`config.mk`:
```
export PLATFORM = sky130hd
export DESIGN_NAME = pfa_div
export DESIGN_NICKNAME = d
export VERILOG_FILES = /design/src/hdl/pfa_pkg.sv /design/src/hdl/pfa_div.sv
export VERILOG_INCLUDE_DIRS = /design/src /design/src/hdl
export SDC_FILE = /design/constraint.sdc
export NUM_CORES = 1
export LEC_CHECK = 0
export BUFFER_PORTS_ARGS = -buffer_cell sky130_fd_sc_hd__buf_4
export CAP_MARGIN = 20
export CORE_UTILIZATION = 30
export DETAILED_ROUTE_END_ITERATION = 10
export PLACE_DENSITY = 0.49
export SYNTH_ARGS = -nofsm -noshare
export SYNTH_HDL_FRONTEND = slang
export SYNTH_SLANG_ARGS = --single-unit
```
`constraint.sdc`:
```
create_clock -name clock -period 12.1 [get_ports clock]
set_input_delay 3.025 -clock clock [delete_from_list [all_inputs] [get_ports clock]]
set_output_delay 3.025 -clock clock [all_outputs]
set_load 0.02 [all_outputs]
```
`src/hdl/assert_macros.svh`:
```
// Assertion macros shared by the controller modules.
// Every property is sampled on the rising clock and ignored while reset is high.
`ifndef ASSERT_MACROS_SVH
`define ASSERT_MACROS_SVH

// A property that must hold whenever reset is low.
`define ASSERT_CLK(label, prop, msg) \
   label: assert property (@(posedge clock) disable iff (reset) (prop)) else $error(msg);

// A condition that must never be seen while reset is low.
`define ASSERT_NEVER(label, cond, msg) \
   label: assert property (@(posedge clock) disable iff (reset) !(cond)) else $error(msg);

`endif

```
`src/hdl/pfa_pkg.sv`:
```
// Shared types, register indexes and saturation helper for the PID controller.
// Used by the bit-serial divider and by the top level; depends on nothing.
package pfa_pkg;

   typedef logic signed [31:0] word_type;
   typedef logic [2:0]         csr_index_type;

   localparam word_type WORD_MAX = 32'sh7fffffff;
   localparam word_type WORD_MIN = 32'sh80000000;
   localparam logic signed [63:0] WIDE_MAX = 64'sd2147483647;
   localparam logic signed [63:0] WIDE_MIN = -64'sd2147483648;

   // Configuration register indexes.
   localparam csr_index_type REG_PROP_GAIN     = 3'd0;
   localparam csr_index_type REG_INTEG_GAIN    = 3'd1;
   localparam csr_index_type REG_DERIV_GAIN    = 3'd2;
   localparam csr_index_type REG_FF_GAIN       = 3'd3;
   localparam csr_index_type REG_FF_RATE_GAIN  = 3'd4;
   localparam csr_index_type REG_SAMPLE_PERIOD = 3'd5;
   localparam csr_index_type REG_OUT_MAX       = 3'd6;
   localparam csr_index_type REG_OUT_MIN       = 3'd7;

   // Request to the divider: quotient is (num * 2^FRAC_BITS) / den.
   typedef struct packed {
      logic               start;
      logic signed [32:0] num;
      word_type           den;
   } div_req_type;

   typedef struct packed {
      logic     done;
      word_type quot;
   } div_rsp_type;

   function automatic word_type sat_word(input logic signed [63:0] v);
      word_type r;
      if (v > WIDE_MAX) begin
         r = WORD_MAX;
      end else if (v < WIDE_MIN) begin
         r = WORD_MIN;
      end else begin
         r = v[31:0];
      end
      return r;
   endfunction

endpackage

```
`src/hdl/pfa_div.sv`:
```
// Bit-serial restoring divider for fixed-point quotients, one quotient bit a cycle.
// Depends on pfa_pkg and assert_macros.svh.
`include "assert_macros.svh"

module pfa_div
   import pfa_pkg::*;
#(
   parameter int FRAC_BITS = 16
) (
   input  logic        clock,
   input  logic        reset,
   input  div_req_type div_req,
   output div_rsp_type div_rsp
);

   localparam int NumW = 33 + FRAC_BITS;
   localparam int CntW = $clog2(NumW);

   logic                busy_ff;
   logic                fin_ff;
   logic                done_ff;
   logic [CntW-1:0]     cnt_ff;
   logic [NumW-1:0]     num_ff;
   logic [NumW-1:0]     quo_ff;
   logic [31:0]         rem_ff;
   logic [31:0]         den_ff;
   logic                neg_ff;
   word_type            quot_ff;

   logic [32:0]         num_mag;
   logic [31:0]         den_mag;
   logic [32:0]         rem_shift;
   logic                fits;
   logic signed [63:0]  mag_wide;

   assign num_mag   = div_req.num[32] ? 33'(-div_req.num) : 33'(div_req.num);
   assign den_mag   = div_req.den[31] ? 32'(-div_req.den) : 32'(div_req.den);
   assign rem_shift = {rem_ff, num_ff[NumW-1]};
   assign fits      = rem_shift >= {1'b0, den_ff};
   assign mag_wide  = signed'(64'(quo_ff));

   always_ff @(posedge clock) begin
      if (reset) begin
         busy_ff <= 1'b0;
         fin_ff  <= 1'b0;
         done_ff <= 1'b0;
      end else begin
         if (div_req.start) begin
            neg_ff <= div_req.num[32] ^ div_req.den[31];
            num_ff <= {num_mag, {FRAC_BITS{1'b0}}};
            den_ff <= den_mag;
            rem_ff <= '0;
            quo_ff <= '0;
            cnt_ff <= CntW'(NumW - 1);
            if (div_req.den == '0) begin
               // Division by zero answers with the limit in the dividend's direction, or zero for a zero dividend.
               done_ff <= 1'b1;
               if (div_req.num[32]) begin
                  quot_ff <= WORD_MIN;
               end else if (div_req.num != '0) begin
                  quot_ff <= WORD_MAX;
               end else begin
                  quot_ff <= '0;
               end
            end else begin
               busy_ff <= 1'b1;
               done_ff <= 1'b0;
            end
         end else if (busy_ff) begin
            done_ff <= 1'b0;
            rem_ff <= fits ? 32'(rem_shift - {1'b0, den_ff}) : rem_shift[31:0];
            quo_ff <= {quo_ff[NumW-2:0], fits};
            num_ff <= {num_ff[NumW-2:0], 1'b0};
            cnt_ff <= cnt_ff - 1'b1;
            if (cnt_ff == '0) begin
               busy_ff <= 1'b0;
               fin_ff  <= 1'b1;
            end
         end else if (fin_ff) begin
            fin_ff  <= 1'b0;
            done_ff <= 1'b1;
            quot_ff <= sat_word(neg_ff ? -mag_wide : mag_wide);
         end else begin
            done_ff <= 1'b0;
         end
      end
   end

   assign div_rsp.done = done_ff;
   assign div_rsp.quot = quot_ff;

   `ASSERT_NEVER(a_start_idle, div_req.start && (busy_ff || fin_ff), "divider restarted while busy")
   `ASSERT_CLK(a_done_pulse, done_ff |=> !done_ff, "divider done held for two cycles")
   `ASSERT_CLK(a_fin_after_busy, $rose(fin_ff) |-> $past(busy_ff), "divider finished without iterating")

endmodule

```
==> results.cfg <==
[run_status]
status = complete, no violations

[synth]
synth_nets = 1200
synth_compound_area_share_pct = 14.6
yosys.area_share.simple_pct = 15.0
synth.distinct_cells = 65
synthArstFlopShare_pct = 0
synth-xor-area-share_pct = 9.88
synth-main-ff-cell = edfxtp_1
synthAdderAreaFrac_pct = 4.16
synth_largest_area_cell = edfxtp_1
yosys_warnings = 0
seq_area_frac_synth_pct = 48.3
synth.avg_cell_area_sq_um = 10.6
postSynthCellCount = 1094
synth-edff-count = 185
synth_top_family_by_area = simple AND/OR/NAND/NOR gates
ys_ff_latch = 188
netlist_area_sq_um = 11600
synth_top_area_share_pct = 47.8
yosys-top-cells-area = edfxtp_1 (48%), xor2_1 (5.1%), xnor2_1 (4.7%)
synth.mux.area_fraction_pct = 4.05

[drt]
wl_mm = 25.6
antenna_left = 0
vias = 8265
drcViolationCount = 0
via_per_inst = 4.87
drt_iter0_drc = 520
dr.pass1.iters = 4
wl_per_cell_microns = 15.1

[final_layout]
area.growth.synth_to_final_pct = 15.8
final_layout_size_suffix_gt1_share_pct = 17.6
layout.nets = 1279
nFillCells = 3874
final_cell_area_sq_um = 13500
diodes = 0
finalNonFillerCells = 1697

[clock_tree]
clk_pin_slew_ns = 0.07
post_cts_resized = 0
cts_sinks = 188
cts-buffers-inserted = 17
cts_tree = built
root_buffer = clkbuf_16
post-cts-setup-buffers = 0
h-tree-depth = 4
cts.path.max_buffers = 2
clock_latency_ns = 0.45
holdBufCountCts = 0

[placed_design]
io_buffers = 100
gp_congestion = 0.792
dp.cells = 1665
dp_slack_ns = 5.26
dpl-instance-area_sq_um = 12900
dp_hpwl_mm = 17.9

[grt]
grt_pass1_vias = 7988
grt.total_usage_pct = 13.4
antenna_found_initial = 0
grt_pass1_wl_mm = 41.8
grt_max_degree = 89
grt-ovfl-total = 0

[floorplan]
ios = 101
die_width_microns = 199
placeableCoreArea_sq_um = 37800
die_area_sq_um = 39500
rows = 71
start_util_pct = 30.7
die-height_microns = 199

[setup_path]
crit_required_ns = 12.18
cp_max_fo = 59
cp.arrival_ns = 6.34
crit_type = in2reg
end_kind = flop
startpoint_type = input port

[timing]
fin_hold_ws_ns = 0.477
drv_slew = 0
worst_slew_pin_slew_ns = 1.04
finClkSkew_ns = 0.0107
setup_viol = 0
slew-limit-headroom_pct = 30.3
rsz0062_at_grt = false
fin_crit_sh_pct = 51.7
finalHoldViolCount = 0
period_needed_ns = 6.25
setup_ws_ns = 5.85
fmax_ghz = 0.160
tns_ns = 0

[job]
cap_violations = 0

[hold_path]
hold_path_class = reg2reg

[pwr]
power_density_nw_per_um2 = 130
ir_drop_uv = 93.6
p_leak_nw = 4.92
==> cell usage after synthesis (all sizes together), types with 3 or more instances <==
library cell,number
inv,60
nor2,92
ha,37
o31ai,24
or2,7
or4,16
o31a,3
o21bai,6
mux2i,29
nand2,64
nand2b,9
nand3,19
dfxtp,3
nor4,15
o21ai,88
o41ai,23
nor2b,46
o22ai,4
nor3,16
a31oi,6
nand4,13
and3,5
a211oi,10
edfxtp,185
clkbuf,27
or3,20
o21a,3
xor2,68
mux2,16
a21o,16
xnor2,63
buf,20
a21oi,53
==> registers in the layout, indices dropped and copies added (netlist names) <==
register  cells
quo_ff       49
num_ff       33
den_ff       32
quot_ff      32
rem_ff       32
cnt_ff        6
busy_ff       1
done_ff       1
fin_ff        1
neg_ff        1
==> report_power, final <==
part,internal [W],switching (W)
logic,0.000164,0.000217
registers,0.000775,0.0000272
clock network,0.000292,0.000274
total,0.00123,0.000518
==> cells in the final DEF, fill, tap and decap left out, types with 3 or more instances in the layout <==
master	n
o31a_1	3
nor2b_1	46
a21o_1	16
clkinvlp_4	3
nor2_1	90
buf_4	107
nand2_1	64
and3_1	5
inv_8	4
nand3_1	19
edfxtp_1	185
mux2_2	16
dfxtp_1	3
o31ai_1	24
or4_1	15
nor3_1	16
mux2i_1	29
o21ai_0	53
nor4_1	12
a21oi_1	52
inv_1	60
nand2b_1	9
ha_1	37
o21ai_2	31
clkbuf_16	17
o21ai_1	3
o22ai_1	4
a211oi_1	10
o21a_1	3
nand4_1	13
or3_1	18
o21bai_1	6
or2_2	7
a31oi_1	5
o41ai_1	22
xnor2_1	63
xor2_1	68
==> critical path, stage by stage <==
cell      delay (ns)
buf_4           0.44
clkinv_1        0.56
a21oi_4         0.87
buf_4           0.78
buf_4           0.58
==> kinds of logic (layout without fill, tap and decap cells) <==
family                     Yosys count  after routing
muxes                               45             45
AOI/OAI and AO/OA                  250            250
DFF                                188            188
adders and majority gates           38             38
and+or+nand+nor                    334            334
buffers and inverters              108            200
xor gates and xnor gates           131            131
==> layout make-up <==
class                   count  area, sq um  area share, %
multi-input cells         798         5590           41.5
clock buffers              17          425           3.16
well taps                 511          639           4.75
flip-flops and latches    188         5620           41.7
repair buffers            107          803           5.97
clock inverters            15          159           1.18
inverters                  61          229           1.70
==> metrics by stage <==
stage	utilization, %	total power (W)
final	35.6	0.00175
after global routing	35.6	0.00184
after CTS	35.6	0.00177
after detailed placement	34.0	0.00120
after global placement	34.0	0.00120
after floorplan	-	0.00111
==> layer usage <==
layer	part of all wire (%)	vias to the layer above	track usage, %
li1	-	4184	-
met1	50	3950	18.3
met3	2.6	17	2.14
met5	0	-	0
met2	47	114	21.7
met4	1.1	0	4.05
==> final timing paths <==
path	startpoint	endpoint	slack, ns	cells past startpoint
min reg2reg	fin_ff	fin_ff	0.48	2
min	fin_ff	fin_ff	0.48	2
max	div_req[65]	quo_ff[45]	5.85	5
max reg2reg	quo_ff[3]	quot_ff[5]	8.14	10
(Power assumes the default switching activity.)
